[src/rtl/core/cuts_pkg.sv]
`timescale 1ns / 1ps
// shared constants, codes and sequencer states of the catch-up tick scheduler
// no dependencies
package cuts_pkg;

  localparam int unsigned PERIOD_W  = 32;
  localparam int unsigned CFG_IDX_W = 2;

  localparam logic [CFG_IDX_W-1:0] REG_TICK_PERIOD = 2'd0;
  localparam logic [CFG_IDX_W-1:0] REG_FREE_WINDOW = 2'd1;

  localparam logic [PERIOD_W-1:0] TICK_PERIOD_RST = 32'd1000000;
  localparam logic [PERIOD_W-1:0] FREE_WINDOW_RST = 32'd900000;

  localparam logic ACT_START = 1'b0;
  localparam logic ACT_POLL  = 1'b1;

  typedef enum logic [3:0] {
    ST_IDLE,
    ST_EVAL,
    ST_PDIV,
    ST_PWAIT,
    ST_FREE,
    ST_QSTART,
    ST_QWAIT,
    ST_ROUND,
    ST_FIN
  } cuts_state_e;

endpackage

[src/rtl/core/cuts_if.sv]
`timescale 1ns / 1ps
// valid/ready channel interfaces: command, result and register write
// depends on cuts_pkg
interface cuts_cmd_if #(
  parameter int unsigned TIME_BITS = 48,
  parameter int unsigned TICK_BITS = 32
);
  logic                 valid;
  logic                 ready;
  logic                 action;
  logic [TIME_BITS-1:0] now_us;
  logic [TIME_BITS-1:0] query_time_us;
  logic [TICK_BITS-1:0] query_tick;

  modport source (output valid, action, now_us, query_time_us, query_tick, input ready);
  modport sink   (input valid, action, now_us, query_time_us, query_tick, output ready);
endinterface

interface cuts_res_if #(
  parameter int unsigned TIME_BITS = 48,
  parameter int unsigned TICK_BITS = 32
);
  localparam int unsigned QTIME_W = (TIME_BITS < 64) ? TIME_BITS + 1 : 64;

  logic                      valid;
  logic                      ready;
  logic [TICK_BITS-1:0]      tick_count;
  logic [TICK_BITS-1:0]      ticks_advanced;
  logic                      late_flag;
  logic                      in_free_window;
  logic [TIME_BITS-1:0]      sleep_delay_us;
  logic signed [TICK_BITS:0] tick_at_query_time;
  logic signed [QTIME_W-1:0] time_of_query_tick;
  logic                      running;

  modport source (output valid, tick_count, ticks_advanced, late_flag, in_free_window,
                  sleep_delay_us, tick_at_query_time, time_of_query_tick, running,
                  input ready);
  modport sink   (input valid, tick_count, ticks_advanced, late_flag, in_free_window,
                  sleep_delay_us, tick_at_query_time, time_of_query_tick, running,
                  output ready);
endinterface

interface cuts_cfg_if;
  import cuts_pkg::*;

  logic                 valid;
  logic                 ready;
  logic [CFG_IDX_W-1:0] index;
  logic [PERIOD_W-1:0]  data;

  modport source (output valid, index, data, input ready);
  modport sink   (input valid, index, data, output ready);
endinterface

[src/rtl/core/cuts_div.sv]
`timescale 1ns / 1ps
// serial restoring divider, one quotient bit per cycle, divisor of period width
// depends on cuts_pkg
module cuts_div #(
  parameter int unsigned DVD_W = 48
) (
  input  logic                          clk_i,
  input  logic                          rst_ni,
  input  logic                          start_i,
  input  logic [DVD_W-1:0]              dividend_i,
  input  logic [cuts_pkg::PERIOD_W-1:0] divisor_i,
  output logic                          busy_o,
  output logic [DVD_W-1:0]              quot_o,
  output logic [cuts_pkg::PERIOD_W-1:0] rem_o
);
  import cuts_pkg::*;

  localparam int unsigned CNT_W = $clog2(DVD_W + 1);

  logic                busy_q, busy_d;
  logic [CNT_W-1:0]    cnt_q, cnt_d;
  logic [PERIOD_W-1:0] rem_q, rem_d;
  logic [DVD_W-1:0]    dq_q, dq_d;
  logic [PERIOD_W-1:0] dvs_q, dvs_d;
  logic [PERIOD_W:0]   part;
  logic                ge;

  always_comb begin
    part   = {rem_q, dq_q[DVD_W-1]};
    ge     = part >= {1'b0, dvs_q};
    busy_d = busy_q;
    cnt_d  = cnt_q;
    rem_d  = rem_q;
    dq_d   = dq_q;
    dvs_d  = dvs_q;
    if (start_i) begin
      busy_d = 1'b1;
      cnt_d  = CNT_W'(DVD_W);
      rem_d  = '0;
      dq_d   = dividend_i;
      dvs_d  = divisor_i;
    end else if (busy_q) begin
      rem_d = ge ? PERIOD_W'(part - {1'b0, dvs_q}) : PERIOD_W'(part);
      dq_d  = {dq_q[DVD_W-2:0], ge};
      cnt_d = cnt_q - CNT_W'(1);
      if (cnt_q == CNT_W'(1)) begin
        busy_d = 1'b0;
      end
    end
  end

  always_ff @(posedge clk_i or negedge rst_ni) begin
    if (!rst_ni) begin
      busy_q <= 1'b0;
      cnt_q  <= '0;
    end else begin
      busy_q <= busy_d;
      cnt_q  <= cnt_d;
    end
  end

  always_ff @(posedge clk_i) begin
    rem_q <= rem_d;
    dq_q  <= dq_d;
    dvs_q <= dvs_d;
  end

  assign busy_o = busy_q;
  assign quot_o = dq_q;
  assign rem_o  = rem_q;

endmodule

[src/rtl/core/cuts_mul.sv]
`timescale 1ns / 1ps
// serial shift-add multiplier, one period bit per cycle
// depends on cuts_pkg
module cuts_mul #(
  parameter int unsigned MCD_W = 33
) (
  input  logic                                   clk_i,
  input  logic                                   rst_ni,
  input  logic                                   start_i,
  input  logic [MCD_W-1:0]                       mcd_i,
  input  logic [cuts_pkg::PERIOD_W-1:0]          mlt_i,
  output logic                                   busy_o,
  output logic [MCD_W+cuts_pkg::PERIOD_W-1:0]    prod_o
);
  import cuts_pkg::*;

  localparam int unsigned PRW   = MCD_W + PERIOD_W;
  localparam int unsigned CNT_W = $clog2(PERIOD_W + 1);

  logic                busy_q, busy_d;
  logic [CNT_W-1:0]    cnt_q, cnt_d;
  logic [PRW-1:0]      acc_q, acc_d;
  logic [PRW-1:0]      mcd_q, mcd_d;
  logic [PERIOD_W-1:0] mlt_q, mlt_d;

  always_comb begin
    busy_d = busy_q;
    cnt_d  = cnt_q;
    acc_d  = acc_q;
    mcd_d  = mcd_q;
    mlt_d  = mlt_q;
    if (start_i) begin
      busy_d = 1'b1;
      cnt_d  = CNT_W'(PERIOD_W);
      acc_d  = '0;
      mcd_d  = PRW'(mcd_i);
      mlt_d  = mlt_i;
    end else if (busy_q) begin
      if (mlt_q[0]) begin
        acc_d = acc_q + mcd_q;
      end
      mcd_d = {mcd_q[PRW-2:0], 1'b0};
      mlt_d = {1'b0, mlt_q[PERIOD_W-1:1]};
      cnt_d = cnt_q - CNT_W'(1);
      if (cnt_q == CNT_W'(1)) begin
        busy_d = 1'b0;
      end
    end
  end

  always_ff @(posedge clk_i or negedge rst_ni) begin
    if (!rst_ni) begin
      busy_q <= 1'b0;
      cnt_q  <= '0;
    end else begin
      busy_q <= busy_d;
      cnt_q  <= cnt_d;
    end
  end

  always_ff @(posedge clk_i) begin
    acc_q <= acc_d;
    mcd_q <= mcd_d;
    mlt_q <= mlt_d;
  end

  assign busy_o = busy_q;
  assign prod_o = acc_q;

endmodule

[src/rtl/core/catch_up_tick_scheduler_unit.sv]
`timescale 1ns / 1ps
// catch-up tick scheduler: sequencer, state registers and result register
// depends on cuts_pkg, cuts_if, cuts_div, cuts_mul
// throughput: one transaction at a time; the shared serial divider (one bit per cycle)
//   sets the pace, and a poll that advances ticks runs it twice; the next command
//   is taken the cycle after the result is registered
// reset: clock stopped, tick count and times zero, registers at their default values
module catch_up_tick_scheduler_unit #(
  parameter int unsigned TIME_BITS = 48,
  parameter int unsigned TICK_BITS = 32
) (
  input  logic clk_i,
  input  logic rst_ni,
  cuts_cmd_if.sink   cmd_i,
  cuts_res_if.source res_o,
  cuts_cfg_if.sink   cfg_i
);
  import cuts_pkg::*;

  localparam int unsigned TW      = TIME_BITS;
  localparam int unsigned KW      = TICK_BITS;
  localparam int unsigned QTIME_W = (TIME_BITS < 64) ? TIME_BITS + 1 : 64;
  localparam int unsigned MW      = ((TW > KW) ? TW : KW) + 1;
  localparam int unsigned PRW     = KW + 1 + PERIOD_W;
  localparam int unsigned S5      = MW + 2;
  localparam int unsigned S6      = ((TW > PRW) ? TW : PRW) + 2;

  localparam logic signed [S5-1:0] T5_HI = {{(S5-KW){1'b0}}, {KW{1'b1}}};
  localparam logic signed [S5-1:0] T5_LO = ~T5_HI;
  localparam logic signed [S6-1:0] T6_HI = {{(S6-QTIME_W+1){1'b0}}, {(QTIME_W-1){1'b1}}};
  localparam logic signed [S6-1:0] T6_LO = ~T6_HI;

  function automatic logic [TW-1:0] sat_add(logic [TW-1:0] a, logic [PERIOD_W-1:0] b);
    logic [TW:0] s;
    s = {1'b0, a} + (TW+1)'(b);
    return s[TW] ? {TW{1'b1}} : s[TW-1:0];
  endfunction

  cuts_state_e state_q, state_d;

  logic [PERIOD_W-1:0] tick_period_q, free_window_q;

  logic          started_q, started_d;
  logic [KW-1:0] tick_q, tick_d;
  logic [TW-1:0] next_q, next_d;
  logic [TW-1:0] free_end_q, free_end_d;

  logic                act_q, act_d;
  logic [TW-1:0]       now_q, now_d;
  logic [TW-1:0]       qtime_q, qtime_d;
  logic [KW-1:0]       qtick_q, qtick_d;
  logic [PERIOD_W-1:0] per_q, per_d;
  logic [TW-1:0]       d_q, d_d;
  logic [KW-1:0]       adv_q, adv_d;
  logic                late_q, late_d;
  logic                qneg_q, qneg_d;
  logic                kneg_q, kneg_d;
  logic [TW:0]         m_q, m_d;

  logic                      out_valid_q, out_valid_d;
  logic [KW-1:0]             o_tick_q, o_tick_d;
  logic [KW-1:0]             o_adv_q, o_adv_d;
  logic                      o_late_q, o_late_d;
  logic                      o_free_q, o_free_d;
  logic [TW-1:0]             o_sleep_q, o_sleep_d;
  logic signed [KW:0]        o_tqt_q, o_tqt_d;
  logic signed [QTIME_W-1:0] o_toq_q, o_toq_d;
  logic                      o_run_q, o_run_d;

  logic                in_ready;
  logic                div_start, div_busy;
  logic [TW-1:0]       div_dvd, div_quot;
  logic [PERIOD_W-1:0] div_rem;
  logic                mul_start, mul_busy;
  logic [KW:0]         mul_mcd;
  logic [PRW-1:0]      mul_prod;

  logic [MW-1:0]      q_ext, qinc;
  logic [KW:0]        base;
  logic [PERIOD_W:0]  twice_r;
  logic               rnd;
  logic signed [S5-1:0] b5, m5, v5, t5;
  logic signed [S6-1:0] n6, p6, v6, t6;
  logic               big;

  cuts_div #(
    .DVD_W (TW)
  ) u_div (
    .clk_i      (clk_i),
    .rst_ni     (rst_ni),
    .start_i    (div_start),
    .dividend_i (div_dvd),
    .divisor_i  (per_q),
    .busy_o     (div_busy),
    .quot_o     (div_quot),
    .rem_o      (div_rem)
  );

  cuts_mul #(
    .MCD_W (KW + 1)
  ) u_mul (
    .clk_i   (clk_i),
    .rst_ni  (rst_ni),
    .start_i (mul_start),
    .mcd_i   (mul_mcd),
    .mlt_i   (per_q),
    .busy_o  (mul_busy),
    .prod_o  (mul_prod)
  );

  always_comb begin
    state_d     = state_q;
    started_d   = started_q;
    tick_d      = tick_q;
    next_d      = next_q;
    free_end_d  = free_end_q;
    act_d       = act_q;
    now_d       = now_q;
    qtime_d     = qtime_q;
    qtick_d     = qtick_q;
    per_d       = per_q;
    d_d         = d_q;
    adv_d       = adv_q;
    late_d      = late_q;
    qneg_d      = qneg_q;
    kneg_d      = kneg_q;
    m_d         = m_q;
    out_valid_d = out_valid_q;
    o_tick_d    = o_tick_q;
    o_adv_d     = o_adv_q;
    o_late_d    = o_late_q;
    o_free_d    = o_free_q;
    o_sleep_d   = o_sleep_q;
    o_tqt_d     = o_tqt_q;
    o_toq_d     = o_toq_q;
    o_run_d     = o_run_q;
    in_ready    = 1'b0;
    div_start   = 1'b0;
    div_dvd     = d_q;
    mul_start   = 1'b0;
    mul_mcd     = '0;

    q_ext   = MW'(div_quot);
    qinc    = q_ext + MW'(1);
    base    = (KW+1)'(tick_q) + (KW+1)'(1);
    twice_r = {div_rem, 1'b0};
    rnd     = qneg_q ? (twice_r > {1'b0, per_q}) : (twice_r >= {1'b0, per_q});

    b5 = S5'(base);
    m5 = S5'(m_q);
    v5 = qneg_q ? b5 - m5 : b5 + m5;
    t5 = (v5 > T5_HI) ? T5_HI : ((v5 < T5_LO) ? T5_LO : v5);

    n6  = S6'(next_q);
    p6  = S6'(mul_prod);
    v6  = kneg_q ? n6 - p6 : n6 + p6;
    big = |(mul_prod >> 64);
    if (big) begin
      t6 = kneg_q ? T6_LO : T6_HI;
    end else begin
      t6 = (v6 > T6_HI) ? T6_HI : ((v6 < T6_LO) ? T6_LO : v6);
    end

    if (res_o.ready) begin
      out_valid_d = 1'b0;
    end

    case (state_q)
      ST_IDLE: begin
        in_ready = 1'b1;
        if (cmd_i.valid) begin
          act_d   = cmd_i.action;
          now_d   = cmd_i.now_us;
          qtime_d = cmd_i.query_time_us;
          qtick_d = cmd_i.query_tick;
          per_d   = (tick_period_q == '0) ? PERIOD_W'(1) : tick_period_q;
          state_d = ST_EVAL;
        end
      end
      ST_EVAL: begin
        adv_d  = '0;
        late_d = 1'b0;
        if (act_q == ACT_START) begin
          next_d    = sat_add(now_q, per_q);
          started_d = 1'b1;
          state_d   = ST_FREE;
        end else if (act_q == ACT_POLL && started_q && now_q >= next_q) begin
          d_d     = now_q - next_q;
          state_d = ST_PDIV;
        end else begin
          state_d = ST_QSTART;
        end
      end
      ST_PDIV: begin
        div_start = 1'b1;
        late_d    = ({1'b0, d_q, 3'b000} + {3'b000, d_q, 1'b0}) >= (TW+4)'(per_q);
        state_d   = ST_PWAIT;
      end
      ST_PWAIT: begin
        if (!div_busy) begin
          adv_d   = (q_ext >= MW'({KW{1'b1}})) ? {KW{1'b1}} : qinc[KW-1:0];
          tick_d  = tick_q + qinc[KW-1:0];
          next_d  = sat_add(now_q - TW'(div_rem), per_q);
          state_d = ST_FREE;
        end
      end
      ST_FREE: begin
        free_end_d = sat_add(next_q, free_window_q);
        state_d    = ST_QSTART;
      end
      ST_QSTART: begin
        div_start = 1'b1;
        mul_start = 1'b1;
        if (qtime_q >= next_q) begin
          qneg_d  = 1'b0;
          div_dvd = qtime_q - next_q;
        end else begin
          qneg_d  = 1'b1;
          div_dvd = next_q - qtime_q;
        end
        if (qtick_q > tick_q) begin
          kneg_d  = 1'b0;
          mul_mcd = (KW+1)'(qtick_q) - (KW+1)'(tick_q) - (KW+1)'(1);
        end else begin
          kneg_d  = 1'b1;
          mul_mcd = (KW+1)'(tick_q) + (KW+1)'(1) - (KW+1)'(qtick_q);
        end
        state_d = ST_QWAIT;
      end
      ST_QWAIT: begin
        if (!div_busy && !mul_busy) begin
          state_d = ST_ROUND;
        end
      end
      ST_ROUND: begin
        m_d     = {1'b0, div_quot} + (TW+1)'(rnd);
        state_d = ST_FIN;
      end
      ST_FIN: begin
        if (!out_valid_q || res_o.ready) begin
          out_valid_d = 1'b1;
          o_tick_d    = tick_q;
          o_adv_d     = adv_q;
          o_late_d    = late_q;
          o_free_d    = now_q <= free_end_q;
          o_sleep_d   = (started_q && next_q > now_q) ? next_q - now_q : '0;
          o_tqt_d     = t5[KW:0];
          o_toq_d     = t6[QTIME_W-1:0];
          o_run_d     = started_q;
          state_d     = ST_IDLE;
        end
      end
      default: begin
        state_d = ST_IDLE;
      end
    endcase
  end

  always_ff @(posedge clk_i or negedge rst_ni) begin
    if (!rst_ni) begin
      state_q       <= ST_IDLE;
      started_q     <= 1'b0;
      tick_q        <= '0;
      next_q        <= '0;
      free_end_q    <= '0;
      out_valid_q   <= 1'b0;
      tick_period_q <= TICK_PERIOD_RST;
      free_window_q <= FREE_WINDOW_RST;
    end else begin
      state_q     <= state_d;
      started_q   <= started_d;
      tick_q      <= tick_d;
      next_q      <= next_d;
      free_end_q  <= free_end_d;
      out_valid_q <= out_valid_d;
      if (cfg_i.valid) begin
        case (cfg_i.index)
          REG_TICK_PERIOD: tick_period_q <= cfg_i.data;
          REG_FREE_WINDOW: free_window_q <= cfg_i.data;
          default: ;
        endcase
      end
    end
  end

  always_ff @(posedge clk_i) begin
    act_q     <= act_d;
    now_q     <= now_d;
    qtime_q   <= qtime_d;
    qtick_q   <= qtick_d;
    per_q     <= per_d;
    d_q       <= d_d;
    adv_q     <= adv_d;
    late_q    <= late_d;
    qneg_q    <= qneg_d;
    kneg_q    <= kneg_d;
    m_q       <= m_d;
    o_tick_q  <= o_tick_d;
    o_adv_q   <= o_adv_d;
    o_late_q  <= o_late_d;
    o_free_q  <= o_free_d;
    o_sleep_q <= o_sleep_d;
    o_tqt_q   <= o_tqt_d;
    o_toq_q   <= o_toq_d;
    o_run_q   <= o_run_d;
  end

  assign cmd_i.ready = in_ready;
  assign cfg_i.ready = 1'b1;

  assign res_o.valid              = out_valid_q;
  assign res_o.tick_count         = o_tick_q;
  assign res_o.ticks_advanced     = o_adv_q;
  assign res_o.late_flag          = o_late_q;
  assign res_o.in_free_window     = o_free_q;
  assign res_o.sleep_delay_us     = o_sleep_q;
  assign res_o.tick_at_query_time = o_tqt_q;
  assign res_o.time_of_query_tick = o_toq_q;
  assign res_o.running            = o_run_q;

endmodule

[src/flat_wrapper.sv]
// flat-port wrapper written by rule: the top's interface ports become plain ports
module catch_up_tick_scheduler_unit_flat import cuts_pkg::*;
#(
  parameter int unsigned TIME_BITS = 48,
  parameter int unsigned TICK_BITS = 32
)
  (clk_i, rst_ni, cmd_i_valid, cmd_i_action, cmd_i_now_us, cmd_i_query_time_us, cmd_i_query_tick, cmd_i_ready, res_o_valid, res_o_tick_count, res_o_ticks_advanced, res_o_late_flag, res_o_in_free_window, res_o_sleep_delay_us, res_o_tick_at_query_time, res_o_time_of_query_tick, res_o_running, res_o_ready, cfg_i_valid, cfg_i_index, cfg_i_data, cfg_i_ready);
  cuts_cmd_if #(.TIME_BITS(TIME_BITS), .TICK_BITS(TICK_BITS)) cmd_i_i ();
  cuts_res_if #(.TIME_BITS(TIME_BITS), .TICK_BITS(TICK_BITS)) res_o_i ();
  cuts_cfg_if cfg_i_i ();
  input  logic clk_i;
  input  logic rst_ni;
  input wire logic [$bits(cmd_i_i.valid)-1:0] cmd_i_valid;
  input wire logic [$bits(cmd_i_i.action)-1:0] cmd_i_action;
  input wire logic [$bits(cmd_i_i.now_us)-1:0] cmd_i_now_us;
  input wire logic [$bits(cmd_i_i.query_time_us)-1:0] cmd_i_query_time_us;
  input wire logic [$bits(cmd_i_i.query_tick)-1:0] cmd_i_query_tick;
  output wire logic [$bits(cmd_i_i.ready)-1:0] cmd_i_ready;
  output wire logic [$bits(res_o_i.valid)-1:0] res_o_valid;
  output wire logic [$bits(res_o_i.tick_count)-1:0] res_o_tick_count;
  output wire logic [$bits(res_o_i.ticks_advanced)-1:0] res_o_ticks_advanced;
  output wire logic [$bits(res_o_i.late_flag)-1:0] res_o_late_flag;
  output wire logic [$bits(res_o_i.in_free_window)-1:0] res_o_in_free_window;
  output wire logic [$bits(res_o_i.sleep_delay_us)-1:0] res_o_sleep_delay_us;
  output wire logic [$bits(res_o_i.tick_at_query_time)-1:0] res_o_tick_at_query_time;
  output wire logic [$bits(res_o_i.time_of_query_tick)-1:0] res_o_time_of_query_tick;
  output wire logic [$bits(res_o_i.running)-1:0] res_o_running;
  input wire logic [$bits(res_o_i.ready)-1:0] res_o_ready;
  input wire logic [$bits(cfg_i_i.valid)-1:0] cfg_i_valid;
  input wire logic [$bits(cfg_i_i.index)-1:0] cfg_i_index;
  input wire logic [$bits(cfg_i_i.data)-1:0] cfg_i_data;
  output wire logic [$bits(cfg_i_i.ready)-1:0] cfg_i_ready;
  assign cmd_i_i.valid = cmd_i_valid;
  assign cmd_i_i.action = cmd_i_action;
  assign cmd_i_i.now_us = cmd_i_now_us;
  assign cmd_i_i.query_time_us = cmd_i_query_time_us;
  assign cmd_i_i.query_tick = cmd_i_query_tick;
  assign cmd_i_ready = cmd_i_i.ready;
  assign res_o_valid = res_o_i.valid;
  assign res_o_tick_count = res_o_i.tick_count;
  assign res_o_ticks_advanced = res_o_i.ticks_advanced;
  assign res_o_late_flag = res_o_i.late_flag;
  assign res_o_in_free_window = res_o_i.in_free_window;
  assign res_o_sleep_delay_us = res_o_i.sleep_delay_us;
  assign res_o_tick_at_query_time = res_o_i.tick_at_query_time;
  assign res_o_time_of_query_tick = res_o_i.time_of_query_tick;
  assign res_o_running = res_o_i.running;
  assign res_o_i.ready = res_o_ready;
  assign cfg_i_i.valid = cfg_i_valid;
  assign cfg_i_i.index = cfg_i_index;
  assign cfg_i_i.data = cfg_i_data;
  assign cfg_i_ready = cfg_i_i.ready;
  catch_up_tick_scheduler_unit #(.TIME_BITS(TIME_BITS), .TICK_BITS(TICK_BITS)) u_core (.clk_i(clk_i), .rst_ni(rst_ni), .cmd_i(cmd_i_i), .res_o(res_o_i), .cfg_i(cfg_i_i));
endmodule
[config.mk]
export PLATFORM = sky130hd
export DESIGN_NAME = catch_up_tick_scheduler_unit_flat
export DESIGN_NICKNAME = d
export VERILOG_FILES = /design/src/rtl/core/cuts_pkg.sv /design/src/rtl/core/cuts_if.sv /design/src/rtl/core/cuts_div.sv /design/src/rtl/core/cuts_mul.sv /design/src/rtl/core/catch_up_tick_scheduler_unit.sv /design/src/flat_wrapper.sv
export SDC_FILE = /design/constraint.sdc
export NUM_CORES = 2
export LEC_CHECK = 0
export BUFFER_PORTS_ARGS = -buffer_cell sky130_fd_sc_hd__buf_2
export CORE_MARGIN = 2
export CORE_UTILIZATION = 55
export DETAILED_ROUTE_END_ITERATION = 10
export PLACE_DENSITY = 0.76
export SLEW_MARGIN = 20
export SYNTH_ARGS = -nofsm -noshare
export SYNTH_HDL_FRONTEND = slang
export SYNTH_HIERARCHICAL = 1
export SYNTH_SLANG_ARGS = --single-unit
[constraint.sdc]
create_clock -name clk_i -period 10.8 [get_ports clk_i]
set_input_delay 0 -clock clk_i [delete_from_list [all_inputs] [get_ports clk_i]]
set_output_delay 0 -clock clk_i [all_outputs]
set_load 0.01 [all_outputs]
# ---- Yosys cells after proc, flatten, opt, wreduce, memory -nomap -nowiden
# Index checks and enable logic that the tools add are counted.
dict set report totals {
  register_bits 976
  out_inout_bits 200
  in_bits 168
  word_cells 175
}
dict set report op_classes {
  magnitude_cmp 14
  n_reduce_logical 27
  bitwise 2
  n_mux 54
  n_addsub 24
  eq_ne 16
}
# cell n
set ops {}
lappend ops {{$mux W48} 9}
lappend ops {{$mux W49} 4}
lappend ops {{$sub A48 B48 Y48} 4}
lappend ops {{$mux W33} 5}
lappend ops {{$mux W32} 5}
lappend ops {{$add A48 B32 Y49} 3}
lappend ops {{$ge A48 B48 Y1} 2}
lappend ops {{$pmux W48 S2} 1}
lappend ops {{$gt A67 B49 Y1 const B} 1}
lappend ops {{$lt A67 B49 Y1 const B} 1}
lappend ops {{$mux W67} 1}
lappend ops {{$add A48 B65 Y66} 1}
lappend ops {{$ge A33 B32 Y1} 2}
lappend ops {{$sub A48 B65 Y66} 1}
lappend ops {{$add A65 B65 Y65} 1}
lappend ops {{$pmux W32 S2} 1}
lappend ops {{$add A51 B49 Y52} 1}
lappend ops {{$ge A52 B32 Y1} 1}
lappend ops {{$gt A51 B33 Y1 const B} 1}
lappend ops {{$lt A51 B33 Y1 const B} 1}
lappend ops {{$mux W51} 1}
lappend ops {{$add A33 B49 Y50} 1}
lappend ops {{$sub A33 B49 Y50} 1}
lappend ops {{$add A48 B1 Y49} 1}
lappend ops {{40 further kinds} 87}

# ---- Logic depth before layout (Yosys ltp)
dict set report depth {
  word_depth 6
  ltp_mapped 28
  mapped_depth_nobuf 28
}

# ---- Hierarchy
# Netlist, hierarchy kept.
# module seq_area_each_um2 n_inst cells_per_inst area_each_um2
set modules_own_cells {}
lappend modules_own_cells {catch_up_tick_scheduler_unit 19691.4 1 7457 63865.0}
lappend modules_own_cells {cuts_mul 4068.9 1 1098 10169.8}
lappend modules_own_cells {cuts_div 3218.1 1 611 6648.9}

# ---- Worst setup path before layout
# OpenSTA, ideal clock, no wires.
dict set report synth_path {
  path_type {register to register}
  from {reg u_core.state_q[0]}
  to {reg u_core.o_free_q, in the netlist u_core/res_o.in_free_window, enable pin}
  stages_incl_launch_ff 5
  setup_slack_ns 1.052
  arrival_ns 8.986
  setup_ns 0.762
  path_buffers 1
  required_time_ns 10.038
  period_less_slack_ns 9.748
  cell_sequence {dfrtp_1 clkbuf_1 nor2_1 nand3b_1 nor2_1}
}
dict set report synth_via {
  elab_chain_cells 2
}
# element line
set synth_rtl {}
lappend synth_rtl {{start, declared} catch_up_tick_scheduler_unit.sv:39} ;# cuts_state_e state_q, state_d;
lappend synth_rtl {{start signal, assigned} catch_up_tick_scheduler_unit.sv:270} ;# state_q <= state_d;
lappend synth_rtl {{$eq A4 B4 Y1} catch_up_tick_scheduler_unit.sv:168} ;# case (state_q)
lappend synth_rtl {{$reduce_and A2 Y1 (no source line)} n/a}
lappend synth_rtl {{end signal, assigned} catch_up_tick_scheduler_unit.sv:301} ;# o_free_q <= o_free_d;
lappend synth_rtl {{end, declared} catch_up_tick_scheduler_unit.sv:64} ;# logic o_free_q, o_free_d;
# Every way passes these cells.
# A chain may end at the register's enable or synchronous reset.

# ---- Worst setup path in the final report
dict set report layout_path {
  from {reg u_core.tick_q[3]}
  to {reg u_core.o_tqt_q[11], in the netlist u_core/res_o.tick_at_query_time[11], data pin}
}
dict set report layout_via {
  elab_chain_cells 5
  elab_cells_between_ends 7
  classes_between {3 x add/sub; 2 x order compare; 2 x mux}
}
# element line
set layout_rtl {}
lappend layout_rtl {{start, declared} catch_up_tick_scheduler_unit.sv:44} ;# logic [KW-1:0] tick_q, tick_d;
lappend layout_rtl {{start signal, assigned} catch_up_tick_scheduler_unit.sv:272} ;# tick_q <= tick_d;
lappend layout_rtl {{$add A32 B1 Y33 (*)} catch_up_tick_scheduler_unit.sv:145} ;# base = (KW+1)'(tick_q) + (KW+1)'(1);
lappend layout_rtl {{$add A33 B49 Y50 or $sub A33 B49 Y50 (tied branches)} catch_up_tick_scheduler_unit.sv:151} ;# v5 = qneg_q ? b5 - m5 : b5 + m5;
lappend layout_rtl {{$mux W51 (*)} catch_up_tick_scheduler_unit.sv:151}
lappend layout_rtl {{$lt A51 B33 Y1} catch_up_tick_scheduler_unit.sv:152} ;# t5 = (v5 > T5_HI) ? T5_HI : ((v5 < T5_LO) ? T5_LO : v5);
lappend layout_rtl {{$mux W33} catch_up_tick_scheduler_unit.sv:152}
lappend layout_rtl {{end signal, assigned} catch_up_tick_scheduler_unit.sv:303} ;# o_tqt_q <= o_tqt_d;
lappend layout_rtl {{end, declared} catch_up_tick_scheduler_unit.sv:66} ;# logic signed [KW:0] o_tqt_q, o_tqt_d;
# Mark *: on every way between the ends. The rest lies on a longest branch, timed or not.

==> impl_metrics.csv <==
group,metric,value,unit
yosys,ys_ff_latch,976,
yosys,synth.avg_cell_area,8.802,sq um
setup_path,endpoint_kind,"flip-flop",
yosys,synth_top_family_by_area,"compound AO/OA/AOI/OAI gates",
timing,fin_skew,0.04875,ns
setup_path,cpPeakStageDelay,0.87,ns
pwr,p_leak,39.21,nW
die,die_area,149800,sq um
timing,final.setup.tns,0,ns
setup_path,crit_fanout,32,
clock_network,cts_sinks,976,
min_path,hold_start,"cfg_i_data[10]",
detailed_routing,wire_per_inst,26.89,microns
cells_and_area,drive_above_1_share,10.43,%
flow_run,maxCapViolations,0,
yosys,ys.flop_type,"edfxtp_1",
clock_network,cts_setup_buffers,0,
yosys,syn_inst,9166,
detailed_routing,vias_per_cell,6.499,
setup_path,worstReg2RegStart,"u_core/tick_q[3]$_DFFE_PN0P_",
setup_path,r2r-end,"u_core/res_o.tick_at_query_time[11]$_SDFFCE_PN1P_",
timing,slew_violations,0,
yosys,synth_top_cell_by_area,"edfxtp_1",
clock_network,clk_pin_slew,0.06,ns
yosys,muxShareOfSynthArea,3.553,%
pwr,peakVddDrop,194.3,uV
clock_network,clk_path_buf_depth,3,
yosys,async_reset_ff_share,21.72,%
setup_path,crit_family,"simple AND/OR/NAND/NOR gates",
clock_network,root_buffer,"clkbuf_16",
clock_network,htree_levels,3,
die,chipHeight,387.0,microns
setup_path,path_cells,"inv_1 > nor3_1 > and3_1 > nand4_1 > nor2_1 > nand3_1 > or3_1 > nor4_1 > xnor2_1 > ha_1 > or4_1 > nor2_1 > o21ai_0 > a21oi_1 > a21oi_1 > xnor2_1 > or4_1 > nor4_1 > a41o_1 > o21ai_0",
cells_and_area,filler_cell_count,12150,
cells_and_area,multi_input_area,49580,sq um
setup_path,worstPathArrival,8.09,ns
clock_network,cts_tree,"yes",
global_route,antenna_found_initial,11,
yosys,ys_seq_area_share,33.44,%
placed_design,place_congestion,1.037,
die,placement_rows,140,
placed_design,io_buffers,366,
setup_path,crit_type,"flip-flop to flip-flop",
detailed_routing,num_vias,75850,
global_route,grt.overflow.total,0,
global_route,grt_pass1_vias,72870,
yosys,synth_compound_area_share,21.88,%
timing,rsz0062_at_grt,"no",
die,start_util,55.43,%
die,io_pins,368,
yosys,synth_fa_ha_area_share,13.49,%
setup_path,crit_cells,20,
yosys,yosys_warnings,6,
timing,timing.fmax,0.1304,GHz
detailed_routing,drtAntennaViolNets,0,
yosys,synth_top_area_share,23.63,%
cells_and_area,nets,10680,
status,outcome,"completed",
cells_and_area,area_growth,13.22,%
detailed_routing,drtIter0Drc,8920,
clock_network,cts_buffers,112,
timing,finalHoldViolations,0,
yosys,yosys-top-cells-area,"edfxtp_1, ha_1, dfrtp_1, a21oi_1, xnor2_1",
global_route,grt_pass1_wl,462400,microns
setup_path,crit_required,11.22,ns
die,coreArea,145600,sq um
timing,whs,0.03893,ns
timing,tightest_slew,1.306,ns
timing,slew_headroom,12.02,%
setup_path,critPathBufInv,1,
yosys,synth_simple_gate_area_share,14.66,%
clock_network,worstSkewPairLatency,0.78,ns
cells_and_area,register_area,26980,sq um
yosys,synth_edf_count,635,
min_path,worstHoldEndpoint,"u_core/free_window_q[10]$_DFFE_PN0P_",
yosys,synth_xor_area_share,7.653,%
min_path,min_path_cells,3,
timing,fin_crit,7.667,ns
pwr,power_density,344.4,nW/um^2
detailed_routing,routed_wl,313800,microns
timing,period_share,70.99,%
setup_path,slowest_stage,"a41o_1",
min_path,hold_class,"input pin to flip-flop",
setup_path,startpoint_type,"flip-flop",
setup_path,rr_worst_depth,20,
yosys,synth_nets,10190,
detailed_routing,drt-pass1-iter-count,7,
yosys,synth.distinct_cells,111,
timing,setup_viol,0,
placed_design,dp_hpwl,243100,microns
die,dieWidth,387.0,microns
global_route,grt_usage,40.52,%
yosys,synth.cell_area,80680,sq um
detailed_routing,drc,0,
global_route,grt_max_degree,119,
setup_path,rrSetupSlack,3.13,ns
-- synth_stat cells (all sizes together), types with 35 or more instances --
cell	number
a211oi	95
a21o	282
a21oi	897
a221oi	35
a22oi	38
a31oi	92
and2	38
and3	66
buf	68
clkbuf	345
dfrtp	194
dfxtp	129
edfxtp	635
ha	841
inv	690
mux2	187
mux2i	76
nand2	684
nand2b	122
nand3	175
nand4	156
nor2	709
nor2b	116
nor3	161
nor4	68
o211ai	52
o21a	93
o21ai	661
o21bai	127
o221ai	54
o31ai	61
or2	40
or3	42
xnor2	472
xor2	233
-- sequential cells by signal, indices dropped and copies added (netlist names), 33 cells and up --
signal	flops
u_core/u_mul/mcd_q	65
u_core/res_o.sleep_delay_us	48
u_core/u_div/quot_o	48
u_core/now_q	48
u_core/m_q	49
u_core/res_o.time_of_query_tick	49
u_core/qtime_q	48
u_core/u_mul/prod_o	65
u_core/d_q	48
u_core/res_o.tick_at_query_time	33
u_core/next_q	48
u_core/free_end_q	48
-- cell families after synthesis --
kind of cell,Yosys count
DFF,976
AOI/OAI and AO/OA,2779
adders and majority gates,859
and+or+nand+nor,2477
other,1
buffers and inverters,1106
xor gates and xnor gates,705
muxes,263
-- worst register-to-register path, cell delays in order (launching register included) --
cell	delay, ns
dfrtp_1	0.43
inv_1	0.10
nor3_1	0.42
and3_1	0.29
nand4_1	0.18
nor2_1	0.38
nand3_1	0.32
or3_1	0.54
nor4_1	0.26
xnor2_1	0.23
ha_1	0.42
or4_1	0.57
nor2_1	0.11
o21ai_0	0.16
a21oi_1	0.60
a21oi_1	0.20
xnor2_1	0.17
or4_1	0.50
nor4_1	0.29
a41o_1	0.87
o21ai_0	0.31
-- per-layer routing --
metal | track usage [%] | part of all wire, %
met3 | 8.592 | 10
met5 | 0 | 0.0086
met4 | 22.02 | 6.4
met1 | 54.22 | 40
met2 | 61.26 | 43
-- stage by stage --
stage                     util (%)  cells  power [mW]  worst slack [ns]  cell area, sq um
after floorplan                  -   9166       20.09             1.052             80680
after global placement       57.84  11140       26.06             3.358             84190
after detailed placement     57.84  11140       26.26             3.206             84200
after CTS                    62.72  11670       30.60             3.206             91300
after global routing         62.75  11670       33.13             2.533             91340
final                        62.76  11670       31.46             3.133             91350
-- worst max-delay path by stage --
stage / start / end / slack (ns)
global route: u_core/tick_q[2]$_DFFE_PN0P_ / u_core/res_o.tick_at_query_time[11]$_SDFFCE_PN1P_ / 2.53
detailed placement: u_core/tick_q[3]$_DFFE_PN0P_ / u_core/res_o.tick_at_query_time[2]$_SDFFCE_PN1P_ / 3.21
global placement: u_core/tick_q[3]$_DFFE_PN0P_ / u_core/res_o.tick_at_query_time[1]$_SDFFCE_PN1P_ / 3.36
floorplan: u_core/state_q[0]$_DFFE_PN0P_ / u_core/res_o.in_free_window$_DFFE_PP_ / 1.05
finish: u_core/tick_q[3]$_DFFE_PN0P_ / u_core/res_o.tick_at_query_time[11]$_SDFFCE_PN1P_ / 3.13
CTS: u_core/tick_q[3]$_DFFE_PN0P_ / u_core/res_o.tick_at_query_time[2]$_SDFFCE_PN1P_ / 3.21
-- layout by cell type (no fill, tap or decap), types with 173 or more instances in the layout --
| cell | netlist | routed |
|---|---|---|
| edfxtp_1 | 635 | 635 |
| a21o_1 | 282 | 282 |
| a21oi_1 | 880 | 878 |
| nor2_1 | 708 | 702 |
| dlygate4sd3_1 | 0 | 309 |
| mux2_2 | 187 | 187 |
| dfrtp_1 | 194 | 192 |
| buf_2 | 28 | 365 |
| nand3_1 | 175 | 173 |
| xnor2_1 | 472 | 472 |
| nand2_1 | 684 | 682 |
| inv_1 | 690 | 688 |
| ha_1 | 841 | 841 |
| xor2_1 | 233 | 233 |
| o21ai_0 | 622 | 622 |
-- report_power, final --
part           leakage, nW  internal, mW  total, mW  switching (mW)
Sequential            9.59          5.51       6.85            1.35
Combinational         27.7          7.35       20.5            13.1
Clock                 1.94          2.41       4.12            1.71
-- timing repair --
| item | 4_1_cts | 5_1_grt |
|---|---|---|
| hold buffers | 310 | 0 |
| endpoints found under the hold margin | 365 | 0 |
| resized for setup | 0 | 0 |
-- area by class of cell --
type	count	area share [%]
multi-input combinational	7084	54.27
sequential	976	29.53
antenna	5	0.01370
clock inverter	57	0.7807
clock buffer	157	3.582
timing repair buffer	782	6.339
inverter	693	2.854
tap	1917	2.626
No activity file was read; power rests on OpenSTA's default activity.
